**src/status_led_pattern_serializer_macros.svh**
```systemverilog
// assertion macros for the status led pattern serializer
// used by the queue front end and the sequencer back end
`ifndef STATUS_LED_PATTERN_SERIALIZER_MACROS_SVH
`define STATUS_LED_PATTERN_SERIALIZER_MACROS_SVH
`ifndef SYNTHESIS
// antecedent implies consequent in the same cycle
`define SLPS_ASSERT_IMPL(lbl, clk, rst_n, ante, cons, msg) \
  lbl: assert property (@(posedge clk) disable iff (!rst_n) (ante) |-> (cons)) \
    else $error(msg);
// antecedent implies consequent in the next cycle
`define SLPS_ASSERT_NEXT(lbl, clk, rst_n, ante, cons, msg) \
  lbl: assert property (@(posedge clk) disable iff (!rst_n) (ante) |=> (cons)) \
    else $error(msg);
`else
`define SLPS_ASSERT_IMPL(lbl, clk, rst_n, ante, cons, msg)
`define SLPS_ASSERT_NEXT(lbl, clk, rst_n, ante, cons, msg)
`endif
`endif

```
**src/slps_pkg.sv**
```systemverilog
// shared types, codes and pattern tables of the status led pattern serializer
// no dependencies
`timescale 1ns / 1ps
package slps_pkg;

  // command codes on the input word
  localparam logic [1:0] CMD_TICK  = 2'd0;
  localparam logic [1:0] CMD_MODE  = 2'd1;
  localparam logic [1:0] CMD_COLOR = 2'd2;

  // status modes
  localparam logic [2:0] MODE_INIT       = 3'd0;
  localparam logic [2:0] MODE_CONNECTING = 3'd1;
  localparam logic [2:0] MODE_OK         = 3'd2;
  localparam logic [2:0] MODE_ACTIVE_TX  = 3'd3;
  localparam logic [2:0] MODE_WATERING   = 3'd4;
  localparam logic [2:0] MODE_ERROR      = 3'd5;

  // configuration register indexes
  localparam logic [2:0] REG_ZERO_HIGH  = 3'd0;
  localparam logic [2:0] REG_ONE_HIGH   = 3'd1;
  localparam logic [2:0] REG_BIT_PERIOD = 3'd2;
  localparam logic [2:0] REG_LATCH_GAP  = 3'd3;
  localparam logic [2:0] REG_TICKS_MS   = 3'd4;

  // configuration reset values
  localparam logic [7:0]  ZERO_HIGH_RST  = 8'd8;
  localparam logic [7:0]  ONE_HIGH_RST   = 8'd16;
  localparam logic [7:0]  BIT_PERIOD_RST = 8'd25;
  localparam logic [15:0] LATCH_GAP_RST  = 16'd1200;
  localparam logic [15:0] TICKS_MS_RST   = 16'd20000;

  localparam int unsigned CFG_IDX_W   = 3;
  localparam int unsigned CFG_DATA_W  = 16;
  localparam int unsigned QUEUE_DEPTH = 2;
  localparam logic [4:0]  PIXEL_BITS  = 5'd23 + 5'd1;

  // classified word kinds
  typedef enum logic [1:0] {
    KIND_TICK  = 2'd0,
    KIND_MODE  = 2'd1,
    KIND_COLOR = 2'd2,
    KIND_NONE  = 2'd3
  } item_kind_e;

  // one classified word in the queue, pixel in grb order
  typedef struct packed {
    item_kind_e  kind;
    logic [2:0]  mode;
    logic [23:0] pixel;
  } slps_item_t;

  // does the mode play a second segment
  function automatic logic two_seg(input logic [2:0] mode);
    logic r;
    case (mode)
      MODE_INIT, MODE_CONNECTING, MODE_ACTIVE_TX, MODE_ERROR: r = 1'b1;
      default: r = 1'b0;
    endcase
    return r;
  endfunction

  // hold time of a segment in ms
  function automatic logic [9:0] seg_ms(input logic [2:0] mode, input logic seg);
    logic [9:0] r;
    case (mode)
      MODE_INIT:       r = 10'd500;
      MODE_CONNECTING: r = 10'd300;
      MODE_OK:         r = seg ? 10'd0 : 10'd1000;
      MODE_ACTIVE_TX:  r = seg ? 10'd500 : 10'd100;
      MODE_WATERING:   r = seg ? 10'd0 : 10'd200;
      MODE_ERROR:      r = 10'd200;
      default:         r = 10'd0;
    endcase
    return r;
  endfunction

  // segment color packed as green, red, blue
  function automatic logic [23:0] seg_color(input logic [2:0] mode, input logic seg);
    logic [23:0] r;
    case (mode)
      MODE_INIT:       r = seg ? 24'h000000 : {8'd20, 8'd20, 8'd20};
      MODE_CONNECTING: r = seg ? 24'h000000 : {8'd20, 8'd30, 8'd0};
      MODE_OK:         r = seg ? 24'h000000 : {8'd30, 8'd0, 8'd0};
      MODE_ACTIVE_TX:  r = seg ? {8'd30, 8'd0, 8'd0} : {8'd30, 8'd0, 8'd30};
      MODE_WATERING:   r = seg ? 24'h000000 : {8'd0, 8'd0, 8'd40};
      MODE_ERROR:      r = seg ? 24'h000000 : {8'd0, 8'd40, 8'd0};
      default:         r = 24'h000000;
    endcase
    return r;
  endfunction

endpackage

```
**src/slps_front.sv**
```systemverilog
// front end: accepts input words, classifies them and queues them
// depends on slps_pkg and the assertion macro header
`timescale 1ns / 1ps
`include "status_led_pattern_serializer_macros.svh"
module slps_front #(
  parameter int unsigned DEPTH = slps_pkg::QUEUE_DEPTH
) (
  input  logic                clk_i,
  input  logic                rst_ni,
  input  logic                in_valid_i,
  output logic                in_ready_o,
  input  logic [1:0]          command_i,
  input  logic [2:0]          mode_value_i,
  input  logic [7:0]          red_i,
  input  logic [7:0]          green_i,
  input  logic [7:0]          blue_i,
  output logic                head_valid_o,
  output slps_pkg::slps_item_t head_o,
  input  logic                pop_i
);
  import slps_pkg::*;

  localparam int unsigned PtrW = $clog2(DEPTH);
  localparam int unsigned CntW = $clog2(DEPTH + 1);

  slps_item_t            mem_q [DEPTH];
  logic [PtrW-1:0]       wr_q, rd_q;
  logic [CntW-1:0]       cnt_q;
  slps_item_t            item;
  logic                  push, pop;

  // classify the incoming word
  always_comb begin
    item.mode  = mode_value_i;
    item.pixel = {green_i, red_i, blue_i};
    case (command_i)
      CMD_TICK:  item.kind = KIND_TICK;
      CMD_MODE:  item.kind = (mode_value_i <= MODE_ERROR) ? KIND_MODE : KIND_NONE;
      CMD_COLOR: item.kind = KIND_COLOR;
      default:   item.kind = KIND_NONE;
    endcase
  end

  assign in_ready_o   = (cnt_q != CntW'(DEPTH));
  assign push         = in_valid_i && in_ready_o;
  assign head_valid_o = (cnt_q != '0);
  assign pop          = pop_i && head_valid_o;
  assign head_o       = mem_q[rd_q];

  // queue storage
  always_ff @(posedge clk_i) begin
    if (push) begin
      mem_q[wr_q] <= item;
    end
  end

  // queue pointers and fill count
  always_ff @(posedge clk_i or negedge rst_ni) begin
    if (!rst_ni) begin
      wr_q  <= '0;
      rd_q  <= '0;
      cnt_q <= '0;
    end else begin
      if (push) begin
        wr_q <= (wr_q == PtrW'(DEPTH - 1)) ? '0 : wr_q + 1'b1;
      end
      if (pop) begin
        rd_q <= (rd_q == PtrW'(DEPTH - 1)) ? '0 : rd_q + 1'b1;
      end
      if (push && !pop) begin
        cnt_q <= cnt_q + 1'b1;
      end else if (pop && !push) begin
        cnt_q <= cnt_q - 1'b1;
      end
    end
  end

  `SLPS_ASSERT_IMPL(a_pop_nonempty, clk_i, rst_ni, pop_i, cnt_q != '0, "pop from empty queue")
  `SLPS_ASSERT_NEXT(a_fill_up, clk_i, rst_ni, push && !pop, cnt_q == CntW'($past(cnt_q) + 1'b1), "fill count did not rise")
  `SLPS_ASSERT_NEXT(a_fill_down, clk_i, rst_ni, pop && !push, cnt_q == CntW'($past(cnt_q) - 1'b1), "fill count did not fall")

endmodule

```
**src/slps_back.sv**
```systemverilog
// back end: pattern sequencer, bit serializer, config registers, output register
// depends on slps_pkg and the assertion macro header
`timescale 1ns / 1ps
`include "status_led_pattern_serializer_macros.svh"
module slps_back (
  input  logic                                clk_i,
  input  logic                                rst_ni,
  input  logic                                cfg_we_i,
  input  logic [slps_pkg::CFG_IDX_W-1:0]      cfg_idx_i,
  input  logic [slps_pkg::CFG_DATA_W-1:0]     cfg_data_i,
  input  logic                                head_valid_i,
  input  slps_pkg::slps_item_t                head_i,
  output logic                                pop_o,
  output logic                                out_valid_o,
  input  logic                                out_ready_i,
  output logic                                led_line_o,
  output logic                                serializer_busy_o,
  output logic [2:0]                          shown_mode_o,
  output logic                                segment_index_o
);
  import slps_pkg::*;

  typedef enum logic [1:0] {
    PH_IDLE  = 2'd0,
    PH_BITS  = 2'd1,
    PH_LATCH = 2'd2
  } phase_e;

  // configuration
  logic [7:0]  zero_high_q, one_high_q, period_q;
  logic [15:0] gap_q, tpm_q;

  // sequencer and serializer state
  logic [2:0]  pend_mode_q, pend_mode_d, active_q, active_d;
  logic        seg_q, seg_d;
  logic [15:0] pre_q, pre_d;
  logic [9:0]  rem_q, rem_d;
  logic [23:0] pix_q, pix_d, shift_q, shift_d;
  logic        pvalid_q, pvalid_d;
  logic [4:0]  bits_q, bits_d;
  logic [7:0]  bt_q, bt_d;
  logic [15:0] lt_q, lt_d;
  phase_e      phase_q, phase_d;
  logic        line_q, line_d;

  // intermediates
  logic [15:0] tpm, pre_inc, lt_inc;
  logic [9:0]  rem_dec;
  logic [7:0]  high, bt_inc;
  logic        start_pat, next_seg, adv;

  logic        out_valid_q;

  assign adv   = head_valid_i && (!out_valid_q || out_ready_i);
  assign pop_o = adv;
  assign tpm   = (tpm_q == '0) ? 16'd1 : tpm_q;

  // one step of the model for the word at the queue head
  always_comb begin
    pend_mode_d = pend_mode_q;
    active_d    = active_q;
    seg_d       = seg_q;
    pre_d       = pre_q;
    rem_d       = rem_q;
    pix_d       = pix_q;
    pvalid_d    = pvalid_q;
    shift_d     = shift_q;
    bits_d      = bits_q;
    bt_d        = bt_q;
    lt_d        = lt_q;
    phase_d     = phase_q;
    line_d      = line_q;
    pre_inc     = pre_q + 16'd1;
    rem_dec     = rem_q - 10'd1;
    start_pat   = 1'b0;
    next_seg    = 1'b0;
    high        = '0;
    bt_inc      = '0;
    lt_inc      = '0;
    case (head_i.kind)
      KIND_TICK: begin
        // pattern timer
        if (rem_q == '0) begin
          start_pat = 1'b1;
        end else begin
          pre_d = pre_inc;
          if (pre_inc >= tpm || pre_inc == '0) begin
            pre_d = '0;
            rem_d = rem_dec;
            if (rem_dec == '0) begin
              if (!seg_q && two_seg(active_q)) begin
                next_seg = 1'b1;
                seg_d    = 1'b1;
                if (active_q == MODE_ACTIVE_TX) begin
                  pend_mode_d = MODE_OK;
                end
              end else begin
                start_pat = 1'b1;
              end
            end
          end
        end
        if (start_pat) begin
          active_d = pend_mode_q;
          seg_d    = 1'b0;
        end
        if (start_pat || next_seg) begin
          rem_d    = seg_ms(active_d, seg_d);
          pre_d    = '0;
          pix_d    = seg_color(active_d, seg_d);
          pvalid_d = 1'b1;
        end
        // serializer: load a waiting pixel when idle
        if (phase_q != PH_BITS && phase_q != PH_LATCH) begin
          phase_d = PH_IDLE;
          if (pvalid_d) begin
            shift_d  = pix_d;
            pvalid_d = 1'b0;
            bits_d   = PIXEL_BITS;
            bt_d     = '0;
            phase_d  = PH_BITS;
          end
        end
        // serializer: bit and latch timing
        if (phase_d == PH_BITS) begin
          high   = shift_d[23] ? one_high_q : zero_high_q;
          line_d = (bt_d < high);
          bt_inc = bt_d + 8'd1;
          bt_d   = bt_inc;
          if (bt_inc >= period_q || bt_inc == '0) begin
            bt_d    = '0;
            shift_d = {shift_d[22:0], 1'b0};
            bits_d  = bits_d - 5'd1;
            if (bits_d == '0) begin
              phase_d = PH_LATCH;
              lt_d    = '0;
            end
          end
        end else if (phase_d == PH_LATCH) begin
          line_d = 1'b0;
          lt_inc = lt_q + 16'd1;
          lt_d   = lt_inc;
          if (lt_inc >= gap_q || lt_inc == '0) begin
            phase_d = PH_IDLE;
          end
        end else begin
          line_d = 1'b0;
        end
      end
      KIND_MODE: begin
        pend_mode_d = head_i.mode;
      end
      KIND_COLOR: begin
        pix_d    = head_i.pixel;
        pvalid_d = 1'b1;
      end
      default: begin
      end
    endcase
  end

  // configuration registers
  always_ff @(posedge clk_i or negedge rst_ni) begin
    if (!rst_ni) begin
      zero_high_q <= ZERO_HIGH_RST;
      one_high_q  <= ONE_HIGH_RST;
      period_q    <= BIT_PERIOD_RST;
      gap_q       <= LATCH_GAP_RST;
      tpm_q       <= TICKS_MS_RST;
    end else if (cfg_we_i) begin
      case (cfg_idx_i)
        REG_ZERO_HIGH:  zero_high_q <= cfg_data_i[7:0];
        REG_ONE_HIGH:   one_high_q  <= cfg_data_i[7:0];
        REG_BIT_PERIOD: period_q    <= cfg_data_i[7:0];
        REG_LATCH_GAP:  gap_q       <= cfg_data_i;
        REG_TICKS_MS:   tpm_q       <= cfg_data_i;
        default: begin
        end
      endcase
    end
  end

  // sequencer and serializer state
  always_ff @(posedge clk_i or negedge rst_ni) begin
    if (!rst_ni) begin
      pend_mode_q <= MODE_INIT;
      active_q    <= MODE_INIT;
      seg_q       <= 1'b0;
      pre_q       <= '0;
      rem_q       <= '0;
      pix_q       <= '0;
      pvalid_q    <= 1'b0;
      shift_q     <= '0;
      bits_q      <= '0;
      bt_q        <= '0;
      lt_q        <= '0;
      phase_q     <= PH_IDLE;
      line_q      <= 1'b0;
    end else if (adv) begin
      pend_mode_q <= pend_mode_d;
      active_q    <= active_d;
      seg_q       <= seg_d;
      pre_q       <= pre_d;
      rem_q       <= rem_d;
      pix_q       <= pix_d;
      pvalid_q    <= pvalid_d;
      shift_q     <= shift_d;
      bits_q      <= bits_d;
      bt_q        <= bt_d;
      lt_q        <= lt_d;
      phase_q     <= phase_d;
      line_q      <= line_d;
    end
  end

  // output word register
  always_ff @(posedge clk_i or negedge rst_ni) begin
    if (!rst_ni) begin
      out_valid_q <= 1'b0;
    end else if (adv) begin
      out_valid_q <= 1'b1;
    end else if (out_ready_i) begin
      out_valid_q <= 1'b0;
    end
  end

  always_ff @(posedge clk_i) begin
    if (adv) begin
      led_line_o        <= line_d;
      serializer_busy_o <= (phase_d == PH_BITS) || (phase_d == PH_LATCH);
      shown_mode_o      <= active_d;
      segment_index_o   <= seg_d;
    end
  end

  assign out_valid_o = out_valid_q;

  `SLPS_ASSERT_IMPL(a_idle_line_low, clk_i, rst_ni, phase_q == PH_IDLE, !line_q, "line high while idle")
  `SLPS_ASSERT_IMPL(a_bits_left, clk_i, rst_ni, phase_q == PH_BITS, bits_q != '0, "bit phase with no bits left")
  `SLPS_ASSERT_IMPL(a_seg_two, clk_i, rst_ni, seg_q, two_seg(active_q), "second segment in single segment mode")

endmodule

```
**src/status_led_pattern_serializer.sv**
```systemverilog
// a word accepted into the queue is worked by the back end at the queue head; its result word is then registered
// throughput: one word per cycle while out_ready_i does not stall the output register
// a two-entry queue parts the input from the back end, an output register holds the result
// reset: asynchronous active low; config registers take their defaults, the pattern
// starts on the first tick word and the line state is low; the result fields have no reset
`timescale 1ns / 1ps
module status_led_pattern_serializer #(
  parameter int unsigned QUEUE_DEPTH = slps_pkg::QUEUE_DEPTH
) (
  input  logic                            clk_i,
  input  logic                            rst_ni,
  input  logic                            cfg_we_i,
  input  logic [slps_pkg::CFG_IDX_W-1:0]  cfg_idx_i,
  input  logic [slps_pkg::CFG_DATA_W-1:0] cfg_data_i,
  input  logic                            in_valid_i,
  output logic                            in_ready_o,
  input  logic [1:0]                      command_i,
  input  logic [2:0]                      mode_value_i,
  input  logic [7:0]                      red_i,
  input  logic [7:0]                      green_i,
  input  logic [7:0]                      blue_i,
  output logic                            out_valid_o,
  input  logic                            out_ready_i,
  output logic                            led_line_o,
  output logic                            serializer_busy_o,
  output logic [2:0]                      shown_mode_o,
  output logic                            segment_index_o
);
  import slps_pkg::*;

  slps_item_t head;
  logic       head_valid, pop;

  // classify and queue
  slps_front #(
    .DEPTH(QUEUE_DEPTH)
  ) u_front (
    .clk_i,
    .rst_ni,
    .in_valid_i,
    .in_ready_o,
    .command_i,
    .mode_value_i,
    .red_i,
    .green_i,
    .blue_i,
    .head_valid_o(head_valid),
    .head_o      (head),
    .pop_i       (pop)
  );

  // sequence and serialize
  slps_back u_back (
    .clk_i,
    .rst_ni,
    .cfg_we_i,
    .cfg_idx_i,
    .cfg_data_i,
    .head_valid_i(head_valid),
    .head_i      (head),
    .pop_o       (pop),
    .out_valid_o,
    .out_ready_i,
    .led_line_o,
    .serializer_busy_o,
    .shown_mode_o,
    .segment_index_o
  );

endmodule

```
**config.mk**
```make
export PLATFORM = sky130hd
export DESIGN_NAME = status_led_pattern_serializer
export DESIGN_NICKNAME = d
export VERILOG_FILES = /design/src/slps_pkg.sv /design/src/slps_front.sv /design/src/slps_back.sv /design/src/status_led_pattern_serializer.sv
export VERILOG_INCLUDE_DIRS = /design/src /design/src/src
export SDC_FILE = /design/constraint.sdc
export NUM_CORES = 1
export LEC_CHECK = 0
export ABC_AREA = 1
export BUFFER_PORTS_ARGS = -buffer_cell sky130_fd_sc_hd__clkbuf_2
export CELL_PAD_IN_SITES_DETAIL_PLACEMENT = 0
export CELL_PAD_IN_SITES_GLOBAL_PLACEMENT = 1
export CORE_ASPECT_RATIO = 1.1
export CORE_MARGIN = 1.5
export CORE_UTILIZATION = 51
export CTS_CLUSTER_SIZE = 20
export DETAILED_ROUTE_END_ITERATION = 7
export GPL_TIMING_DRIVEN = 0
export PLACE_DENSITY = 0.95
export SLEW_MARGIN = 0
export SYNTH_ARGS = -nofsm -noshare
export SYNTH_HDL_FRONTEND = slang
export SYNTH_SLANG_ARGS = --single-unit
```
**constraint.sdc**
```tcl
create_clock -name clk_i -period 14.42 [get_ports clk_i]
set_clock_uncertainty 0.1 [all_clocks]
set_input_delay 0.721 -clock clk_i [delete_from_list [all_inputs] [get_ports clk_i]]
set_output_delay 0.721 -clock clk_i [all_outputs]
set_load 0.01 [all_outputs]
```
==> flow_summary.json, run 1 <==
{
  "status": "completed",
  "p_int_mw": 1.86,
  "maxCapViolCount": 0,
  "critPathBufInv": 5,
  "cp_max_fo": 10,
  "leakage_nw": 7.18,
  "ys_seq_elements": 239,
  "yosysMostFrequentCell": "nand2_1",
  "fill_cells": 2287,
  "ys_types": 50,
  "final-seq-area_sq_um": 6320,
  "cp_top_family": "simple AND/OR/NAND/NOR gates",
  "cp-end-kind": "flip-flop",
  "cts-root-buf": "clkbuf_16",
  "setup_viol": 0,
  "post_cts_buffers": 0,
  "worst_pin_slew_ns": 1.01,
  "setup-tns-final_ns": 0,
  "firstDrtPassIters": 5,
  "fin_cells": 2074,
  "pre_cts_ws_ns": 8.53,
  "power_switching_mw": 1.37,
  "htree_levels": 1,
  "synth_top_cell_by_area": "dfrtp_1",
  "via_per_inst": 5.41,
  "antenna_found_initial": 0,
  "grt_max_degree": 109,
  "io_buffers": 60,
  "ant_nets": 0,
  "gp_congestion": 0.905,
  "max_freq_mhz": 167,
  "start_util_pct": 51.9,
  "seq_area_frac_synth_pct": 48.2,
  "dr_total_vias": 11200,
  "synth_top_flop_cell": "dfrtp_1",
  "synth_top_area_share_pct": 30.7,
  "rsz0062_at_grt": "no",
  "insertion_delay_ns": 0.56,
  "worstHoldPathType": "primary input to asynchronous set/reset pin",
  "crit_arrival_ns": 6.32,
  "min_period_ns": 5.99,
  "nNetsFinal": 1819,
  "clk_pin_slew_ns": 0.06,
  "netlist_instances": 1615,
  "power_density_nw_per_um2": 216,
  "area_delta_synth_final_pct": 13.8,
  "p_total_mw": 3.23,
  "cts_tree": "built",
  "slowest_stage": "dfrtp_1",
  "critPathKind": "flip-flop to flip-flop",
  "hold_violations": 0,
  "postCtsResizedCells": 0,
  "first_iter_violations": 839,
  "fin_ws_ns": 8.43,
  "maxSlewViolCount": 0,
  "syn-num-nets": 1727,
  "maxSlewHeadroom_pct": 32.4,
  "dieHeight_um": 171,
  "num_antenna_cells": 0,
  "grt-ovfl-total": 0,
  "cp.required_ns": 14.75,
  "ctsHoldBuffers": 0,
  "yosys-top-cells-count": "nand2_1, inv_1, o21ai_0",
  "synth_edf_count": 64,
  "fp.coreArea_sq_um": 25300,
  "remaining_drc_errors": 0,
  "swShare_pct": 42.4,
  "row_count": 61,
  "synth.avg_cell_area_sq_um": 8.12,
  "synthArstFlopShare_pct": 73.2,
  "drive_gt1_share_pct": 9.32,
  "numCtsBuffers": 27,
  "grt_util_all_layers_pct": 24.9,
  "clkPwrFrac_pct": 23.9,
  "placed_area_sq_um": 13900,
  "vdd_drop_max_uv": 174,
  "ys_warn_count": 0,
  "netlist_area_sq_um": 13100,
  "dp_hpwl_um": 23700,
  "power_frac_seq_pct": 31.9,
  "grt_pass1_wl_um": 53200,
  "die_w_um": 156,
  "synth_area_leaders": "dfrtp_1, edfxtp_1, nand2_1",
  "cpPeakStageDelay_ns": 0.43,
  "ios": 61,
  "cts.sink_count": 239,
  "routed_wirelength_um": 32800,
  "grt_pass1_vias": 10700,
  "placed_cells": 2024,
  "clock_path_buffers": 3,
  "path_common_cell": "nand2_1",
  "dieArea_sq_um": 26700,
  "start_kind": "flip-flop",
  "avgRoutedWirePerCell_um": 15.8,
  "multi_input_area_sq_um": 5760,
  "fin_crit_sh_pct": 41.5,
  "p_comb_share_pct": 44.1,
  "finalInstanceArea_sq_um": 14900
}
## registers in the layout, indices dropped and copies added, names as in the netlist, 10 cells and up
register and cells:
u_back.shift_q 24, u_back.lt_q 16, u_back.rem_q 10, u_back.tpm_q 16, u_front.mem_q 58, u_back.pre_q 16
u_back.pix_q 24, u_back.gap_q 16
## power groups by stage
stage          Combinational, mW  Clock, mW  Sequential, mW
4_1_cts                     1.41      0.784            1.03
2_1_floorplan               1.02          0            1.01
5_1_grt                     1.61      0.811            1.05
3_5_place_dp                1.40          0            1.04
3_3_place_gp                1.36          0            1.03
6_report                    1.43      0.773            1.03
## worst reg2reg max path, delay by kind of cell (launching register included)
family | cells | cell delay, ns
AO/OA/AOI/OAI | 9 | 1.28
adder cells (fa/ha/maj) | 4 | 1.11
buffers and inverters | 5 | 0.75
flip-flops | 1 | 0.43
AND/OR/NAND/NOR | 18 | 2.19
## per-stage QoR
stage,util (%),hold WS [ns]
6_report,59.1,0.0628
5_1_grt,59.1,0.111
4_1_cts,59.1,0.0912
3_5_place_dp,55.1,0.366
3_3_place_gp,54.8,0.357
2_1_floorplan,-,0.325
## final timing paths
path                                  start                     to  slack, ns  cells after the start
setup / recovery            u_back.pre_q[0]       u_back.bits_q[2]       8.43                     36
hold / removal                       rst_ni        u_back.rem_q[4]       0.06                      1
setup reg to reg            u_back.pre_q[0]       u_back.bits_q[2]       8.43                     36
hold reg to reg            u_front.cnt_q[0]       u_front.cnt_q[0]       0.38                      1
max in group asynchronous            rst_ni  u_back.zero_high_q[0]      13.22                      2
min in group clk_i               green_i[0]   u_front.mem_q[1][16]       0.25                      1
## metal layers
layer  routed length [um]  track usage, %
met5                    0               0
met1                14300            32.9
met2                16000            42.9
met4                  781            7.45
met3                 1720            3.28
## cells by family (layout without fill, tap and decap cells)
group                    Yosys count  after routing  share of synthesized area (%)
AO/OA/AOI/OAI                    295            295                           12.4
XOR/XNOR                          24             24                           1.60
adder cells (fa/ha/maj)           59             59                           5.63
buffers and inverters            271            384                           8.02
flip-flops                       239            239                           48.2
multiplexers                      12             12                          0.915
AND/OR/NAND/NOR                  715            715                           23.3
## layout make-up
class                   count  share of cell area, %
plain buffers              64                   1.84
well taps                 346                   2.90
clock buffers              36                   4.96
clock inverters            14                   1.76
repair buffers             63                   2.43
inverters                 207                   5.21
multi-input cells        1105                   38.6
flip-flops and latches    239                   42.3
## layout by cell type (no fill, tap or decap), types with 7 or more instances in the layout
master,instances
a21oi_1,49
a22oi_1,9
a31oi_1,13
bufinv_16,7
clkbuf_1,59
clkbuf_16,28
clkbuf_2,59
dfrtp_1,161
dfstp_2,14
edfxtp_1,64
ha_1,59
inv_1,201
mux2i_1,12
nand2_1,397
nand2_2,9
nand3_1,114
nand4_1,27
nor2_1,126
nor3_1,10
o211ai_1,17
o21ai_0,168
o21ai_1,13
xnor2_1,9
xor2_1,15
Power figures use the tool's default switching activity.
==> run 2, diff against run 1 <==
--- a/config.mk
+++ b/config.mk
@@ -6,17 +6,17 @@
 export SDC_FILE = /design/constraint.sdc
 export NUM_CORES = 1
 export LEC_CHECK = 0
-export ABC_AREA = 1
+export ABC_AREA = 0
 export BUFFER_PORTS_ARGS = -buffer_cell sky130_fd_sc_hd__clkbuf_2
 export CELL_PAD_IN_SITES_DETAIL_PLACEMENT = 0
 export CELL_PAD_IN_SITES_GLOBAL_PLACEMENT = 1
 export CORE_ASPECT_RATIO = 1.1
 export CORE_MARGIN = 1.5
-export CORE_UTILIZATION = 51
+export CORE_UTILIZATION = 49
 export CTS_CLUSTER_SIZE = 20
 export DETAILED_ROUTE_END_ITERATION = 7
 export GPL_TIMING_DRIVEN = 0
-export PLACE_DENSITY = 0.95
+export PLACE_DENSITY = 0.9
 export SLEW_MARGIN = 0
 export SYNTH_ARGS = -nofsm -noshare
 export SYNTH_HDL_FRONTEND = slang
==> constraint.sdc (replaced) <==
create_clock -name clk_i -period 5.55 [get_ports clk_i]
set_clock_uncertainty 0.1 [all_clocks]
set_input_delay 0.2775 -clock clk_i [delete_from_list [all_inputs] [get_ports clk_i]]
set_output_delay 0.2775 -clock clk_i [all_outputs]
set_load 0.01 [all_outputs]
==> run 2 against run 1 <==
The flow now finishes with violations (setup timing); power increased by 150%; hold slack got worse by 0.025 ns; sequential power increased to 2.6 times the previous value; critical endpoint is now u_back.shift_q[1]; largest power group unchanged.
==> flow_summary.json, run 2 <==
{
  "remaining_drc_errors": 0,
  "worst_pin_slew_ns": 1.33,
  "largest_reg_flops": 58,
  "cts_tree": "built",
  "insertion_delay_ns": 0.54,
  "rsz0062_at_grt": "yes",
  "start_util_pct": 49.8,
  "drive_gt1_share_pct": 24.9,
  "synth_top_flop_cell": "dfrtp_1",
  "reg2reg_depth": 27,
  "cp_max_fo": 8,
  "reg_top3": "u_front.mem_q: 58 flops, u_back.pix_q: 24 flops, u_back.shift_q: 24 flops",
  "syn-num-nets": 1390,
  "synth_top_cell_by_area": "dfrtp_1",
  "final-seq-area_sq_um": 6330,
  "worstReg2RegStart": "u_back.pre_q[5]",
  "clk_pin_slew_ns": 0.06,
  "fp.coreArea_sq_um": 26100,
  "grt_pass1_vias": 10900,
  "fill_cells": 2015,
  "grt-ovfl-total": 0,
  "max_freq_mhz": 168,
  "routed_wirelength_um": 34800,
  "yosys-top-cells-count": "dfrtp_1, nand2_1, o21ai_0",
  "use_met1_pct": 32.5,
  "dr_total_vias": 10800,
  "use_met3_pct": 3.09,
  "cp-end-kind": "flip-flop",
  "avgRoutedWirePerCell_um": 18.7,
  "area_delta_synth_final_pct": 27.4,
  "min_from": "cfg_data_i[7]",
  "grt_pass1_wl_um": 55400,
  "seq_area_frac_synth_pct": 48.6,
  "status": "complete, but fails checks",
  "netlist_instances": 1278,
  "ys_seq_elements": 239,
  "num_antenna_cells": 0,
  "crit_arrival_ns": 6.32,
  "multi_input_area_sq_um": 6780,
  "ys_types": 81,
  "start_kind": "flip-flop",
  "fin_crit_sh_pct": 107,
  "crit_path_start": "u_back.pre_q[5]",
  "via_per_inst": 5.81,
  "grt_util_all_layers_pct": 25.2,
  "gp_congestion": 0.854,
  "min_path_cells": 3,
  "synth.avg_cell_area_sq_um": 10.2,
  "setup_viol": 53,
  "io_buffers": 60,
  "row_count": 62,
  "hold_violations": 0,
  "maxCapViolCount": 0,
  "ios": 61,
  "top_register": "u_front.mem_q",
  "violations": "setup timing",
  "nNetsFinal": 1599,
  "leakage_nw": 7.16,
  "dp_hpwl_um": 22600,
  "synth_top_area_share_pct": 31.0,
  "fin_ws_ns": -0.403,
  "vdd_drop_max_uv": 306,
  "gr-usage-met2_pct": 42.6,
  "rr_endpoint": "u_back.shift_q[1]",
  "dieHeight_um": 174,
  "critPathKind": "flip-flop to flip-flop",
  "maxSlewViolCount": 0,
  "grt-busiest-layer": "met2",
  "r2r_slack_ns": -0.40,
  "setup-tns-final_ns": -13.76,
  "synth_area_leaders": "dfrtp_1, edfxtp_1, ha_1",
  "maxSlewHeadroom_pct": 11.4,
  "final_cell_mix": "nand2_1, dfrtp_1, o21ai_0",
  "min_period_ns": 5.95,
  "numCtsBuffers": 26,
  "firstDrtPassIters": 5,
  "htree_levels": 1,
  "dieArea_sq_um": 27500,
  "netlist_area_sq_um": 13000,
  "ys_warn_count": 0,
  "synthArstFlopShare_pct": 73.2,
  "worstHoldPathType": "primary input to flip-flop",
  "ant_nets": 0,
  "cts.sink_count": 239,
  "cp.required_ns": 5.92,
  "antenna_found_initial": 0,
  "synth_edf_count": 64,
  "endpoint": "u_back.shift_q[1]",
  "cts-root-buf": "clkbuf_16",
  "power_density_nw_per_um2": 480,
  "grt_max_degree": 112,
  "post-route-util_pct": 63.4,
  "clock_path_buffers": 3,
  "die_w_um": 158,
  "first_iter_violations": 800
}
-- run 2: cell count changes in the layout (fill, tap and decap cells not counted), moves of 22 or more --
cell / delta
nand2b_1: +22
nand3_1: -86
nand2_1: -243
mux2i_1: +30
dlygate4sd3_1: +48
o21ai_0: -78
nor2_1: -68
inv_1: -146
mux2_2: +41
buf_4: +52
a22o_1: +24
-- run 2: how the worst min path moves through the flow --
stage,slack (ns),end
after floorplan,-0.12,u_back.active_q[0]
after global placement,0.36,u_back.pix_q[9]
after detailed placement,0.21,u_back.pre_q[13]
after CTS,0.01,u_back.tpm_q[7]
after global routing,0.03,u_back.tpm_q[7]
final,0.04,u_back.tpm_q[7]
-- run 2: cell families after synthesis --
logic type	count (synthesis)	share of synthesized area (%)
AOI/OAI and AO/OA	311	16.6
xor gates and xnor gates	44	2.96
adders and majority gates	60	5.75
buffers and inverters	131	4.11
DFF	239	48.6
muxes	84	6.87
and+or+nand+nor	409	15.1
-- run 2: layout make-up --
cell class	instances	share of cell area [%]
repair buffers	184	8.98
clock inverters	15	0.959
plain buffers	70	2.74
flip-flops and latches	239	38.2
clock buffers	33	4.27
inverters	58	1.33
well taps	352	2.66
multi-input cells	908	40.9
-- run 2: worst max-delay path, cell delays in order, from the launching register on --
cell and delay (ns):
dfrtp_2 0.41, buf_6 0.11, and3_4 0.22, nand2_4 0.09, nor4_4 0.27, xor2_2 0.26, ha_1 0.29, nand4_1 0.18
inv_2 0.07, a2111oi_4 0.28, o21ai_1 0.14, a311o_1 0.38, nand2_2 0.13, buf_8 0.12, clkbuf_16 0.12, and2_4 0.14
ha_4 0.16, inv_4 0.05, xnor2_2 0.13, ha_1 0.27, a21o_1 0.15, a21o_1 0.15, a21o_1 0.17, a2111oi_4 0.41
o32ai_4 0.20, o21a_4 0.30, a2111oi_1 0.39, a221o_1 0.20
-- run 2: timing repair --
action,CTS,global route
pin swaps,43,57
hold buffers,48,0
resized for setup,88,91
buffers inserted,51,19
gates cloned,3,3
endpoints found under the setup margin,57,57
endpoints found under the hold margin,151,0
-- run 2: power by group --
| group | internal [mW] | switching [mW] | leakage (nW) | total [mW] |
|---|---|---|---|---|
| clock network | 1.04 | 0.728 | 0.418 | 1.77 |
| registers | 2.32 | 0.313 | 2.80 | 2.64 |
| logic | 1.45 | 2.09 | 3.95 | 3.54 |
| total | 4.82 | 3.13 | 7.16 | 7.95 |
-- run 2: per-layer routing --
layer,share of wire [%],vias up
li1,-,5076
met3,4.4,96
met4,4.0,0
met1,42,5304
met2,50,334
met5,0,-
-- run 2: per-stage QoR --
stage	instances	hold slack, ns	instance area [sq um]	setup WS, ns	total power [mW]
6_report	1859	0.0377	16600	-0.403	7.95
5_1_grt	1859	0.0319	16600	-0.569	8.41
4_1_cts	1841	0.0141	16000	-0.442	7.73
3_5_place_dp	1692	0.211	13900	-1.14	5.69
3_3_place_gp	1690	0.359	13900	-1.11	5.60
2_1_floorplan	1278	-0.118	13200	0.00500	4.80
==> run 3, diff against run 2 <==
--- a/config.mk
+++ b/config.mk
@@ -16,7 +16,7 @@
 export CTS_CLUSTER_SIZE = 20
 export DETAILED_ROUTE_END_ITERATION = 7
 export GPL_TIMING_DRIVEN = 0
-export PLACE_DENSITY = 0.9
+export PLACE_DENSITY_LB_ADDON = 0.1
 export SLEW_MARGIN = 0
 export SYNTH_ARGS = -nofsm -noshare
 export SYNTH_HDL_FRONTEND = slang
==> run 3 against run 2 <==
Global-route usage about the same; the flow still finishes with violations (setup timing); critical path type unchanged; hold slack worse by 0.018 ns; wire length down 0.28%; non-clock buffer count down 7; sequential power about the same; final cell count down 0.38%; highest routed layer unchanged.
==> flow_summary.json, run 3 (synthesis gave the netlist of run 2 again) <==
{
  "min_from": "cfg_data_i[6]",
  "numCtsBuffers": 27,
  "via_per_inst": 5.66,
  "reg_top3": "u_front.mem_q: 58 flops, u_back.pix_q: 24 flops, u_back.shift_q: 24 flops",
  "vdd_drop_max_uv": 323,
  "power_density_nw_per_um2": 484,
  "die_w_um": 158,
  "cp.required_ns": 5.87,
  "cts.sink_count": 239,
  "dp_hpwl_um": 23700,
  "clk_pin_slew_ns": 0.06,
  "remaining_drc_errors": 0,
  "dieArea_sq_um": 27500,
  "clock_path_buffers": 3,
  "nNetsFinal": 1593,
  "min_period_ns": 5.81,
  "drive_gt1_share_pct": 23.3,
  "maxSlewHeadroom_pct": 16.8,
  "num_antenna_cells": 0,
  "dieHeight_um": 174,
  "antenna_found_initial": 0,
  "hold_violations": 0,
  "crit_path_start": "u_back.pre_q[0]",
  "cts-root-buf": "clkbuf_16",
  "min_to": "u_back.period_q[6]",
  "leakage_nw": 7.03,
  "ant_nets": 0,
  "rr_endpoint": "u_back.bits_q[3]",
  "gp_congestion": 0.853,
  "rsz0062_at_grt": "yes",
  "crit_arrival_ns": 6.13,
  "insertion_delay_ns": 0.54,
  "avgRoutedWirePerCell_um": 18.7,
  "grt_util_all_layers_pct": 25.2,
  "dr_total_vias": 10500,
  "min_path_cells": 3,
  "start_util_pct": 49.8,
  "worstReg2RegStart": "u_back.pre_q[0]",
  "status": "complete, but fails checks",
  "routed_wirelength_um": 34700,
  "io_buffers": 60,
  "ios": 61,
  "top_register": "u_front.mem_q",
  "row_count": 62,
  "cts_tree": "built",
  "cp_max_fo": 6,
  "first_iter_violations": 641,
  "maxSlewViolCount": 0,
  "firstDrtPassIters": 5,
  "htree_levels": 1,
  "post-route-util_pct": 62.9,
  "max_freq_mhz": 172,
  "cp-end-kind": "flip-flop",
  "reg2reg_depth": 27,
  "start_kind": "flip-flop",
  "area_delta_synth_final_pct": 26.4,
  "final_cell_mix": "dfrtp_1, nand2_1, o21ai_0",
  "largest_reg_flops": 58,
  "worst_pin_slew_ns": 1.24,
  "grt-ovfl-total": 0,
  "critPathKind": "flip-flop to flip-flop",
  "worstHoldPathType": "primary input to flip-flop",
  "mostFrequentLayoutCell": "dfrtp_1",
  "maxCapViolCount": 0,
  "grt_pass1_vias": 10200,
  "grt_max_degree": 105,
  "hold_ws_ns": 0.0196,
  "violations": "setup timing",
  "r2r_slack_ns": -0.26,
  "fp.coreArea_sq_um": 26100,
  "grt_pass1_wl_um": 54500,
  "setup_viol": 54,
  "fin_crit_sh_pct": 105,
  "fin_ws_ns": -0.261
}
==> run 3: changes by cell type in the layout (fill, tap and decap cells not counted), sizes merged <==
| cell | delta |
|---|---|
| clkinv | +2 |
| clkinvlp | -2 |
| buf | -6 |
| bufinv | +2 |
| clkbuf | -3 |
==> run 3: metrics by stage <==
stage,area [sq um],setup slack [ns],setup TNS (ns),total power [mW],cells
6_report,16400,-0.261,-9.17,7.96,1852
5_1_grt,16400,-0.511,-21.60,8.47,1852
4_1_cts,16000,-0.467,-19.17,7.86,1834
3_5_place_dp,13900,-1.29,-63.23,5.74,1692
3_3_place_gp,13900,-1.29,-63.42,5.67,1690
2_1_floorplan,13200,0.00500,0,4.80,1278
==> run 3: how the worst max path moves through the flow <==
stage | to | cells past startpoint
floorplan | u_back.bits_q[3] | 27
global placement | u_back.lt_q[11] | 26
detailed placement | u_back.lt_q[2] | 26
CTS | u_back.shift_q[1] | 27
global route | u_back.bits_q[3] | 28
finish | u_back.bits_q[3] | 27
==> run 3: repair_timing <==
action / CTS / global route
resized for setup: 79 / 66
endpoints found under the setup margin: 57 / 57
buffers inserted: 45 / 18
gates cloned: 2 / 1
hold endpoints to repair: 161 / 0
pin swaps: 37 / 47
hold buffers: 48 / 0
==> run 3: routing by layer <==
metal | part of all wire (%) | global-route usage, % | up-vias
met4 | 2.3 | 6.89 | 0
met2 | 49 | 43.0 | 285
met3 | 4.7 | 3.24 | 57
met1 | 44 | 33.6 | 5079
li1 | - | - | 5064
met5 | 0 | 0 | -
==> run 3: final cells by class <==
class                   count  area (sq um)
plain buffers              72           449
clock buffers              31           701
fillers                  2155          9700
well taps                 352           440
multi-input cells         908          6730
inverters                  58           220
flip-flops and latches    239          6320
repair buffers            175          1370
clock inverters            17           210
==> run 3: report_power, final <==
group | switching, mW | internal, mW | total (mW)
clock | 0.719 | 1.13 | 1.85
combinational | 2.06 | 1.43 | 3.49
sequential | 0.291 | 2.32 | 2.61
total | 3.07 | 4.88 | 7.96
==> run 3: worst max-delay path, stage by stage, from the launching register on <==
cell       delay (ns)
dfrtp_2          0.42
ha_4             0.18
nand4_1          0.24
nor3_4           0.29
xor2_2           0.21
ha_1             0.27
nand4_1          0.16
inv_2            0.06
a2111oi_4        0.31
o21ai_2          0.12
a311o_1          0.36
nand2_1          0.13
buf_6            0.13
clkbuf_16        0.12
and2_4           0.14
ha_4             0.16
inv_4            0.05
xnor2_4          0.12
ha_1             0.28
a21o_1           0.16
a21o_1           0.15
a21o_1           0.18
a2111oi_4        0.40
o32ai_4          0.20
o21a_4           0.29
buf_6            0.14
a311oi_2         0.26
a21oi_1          0.06
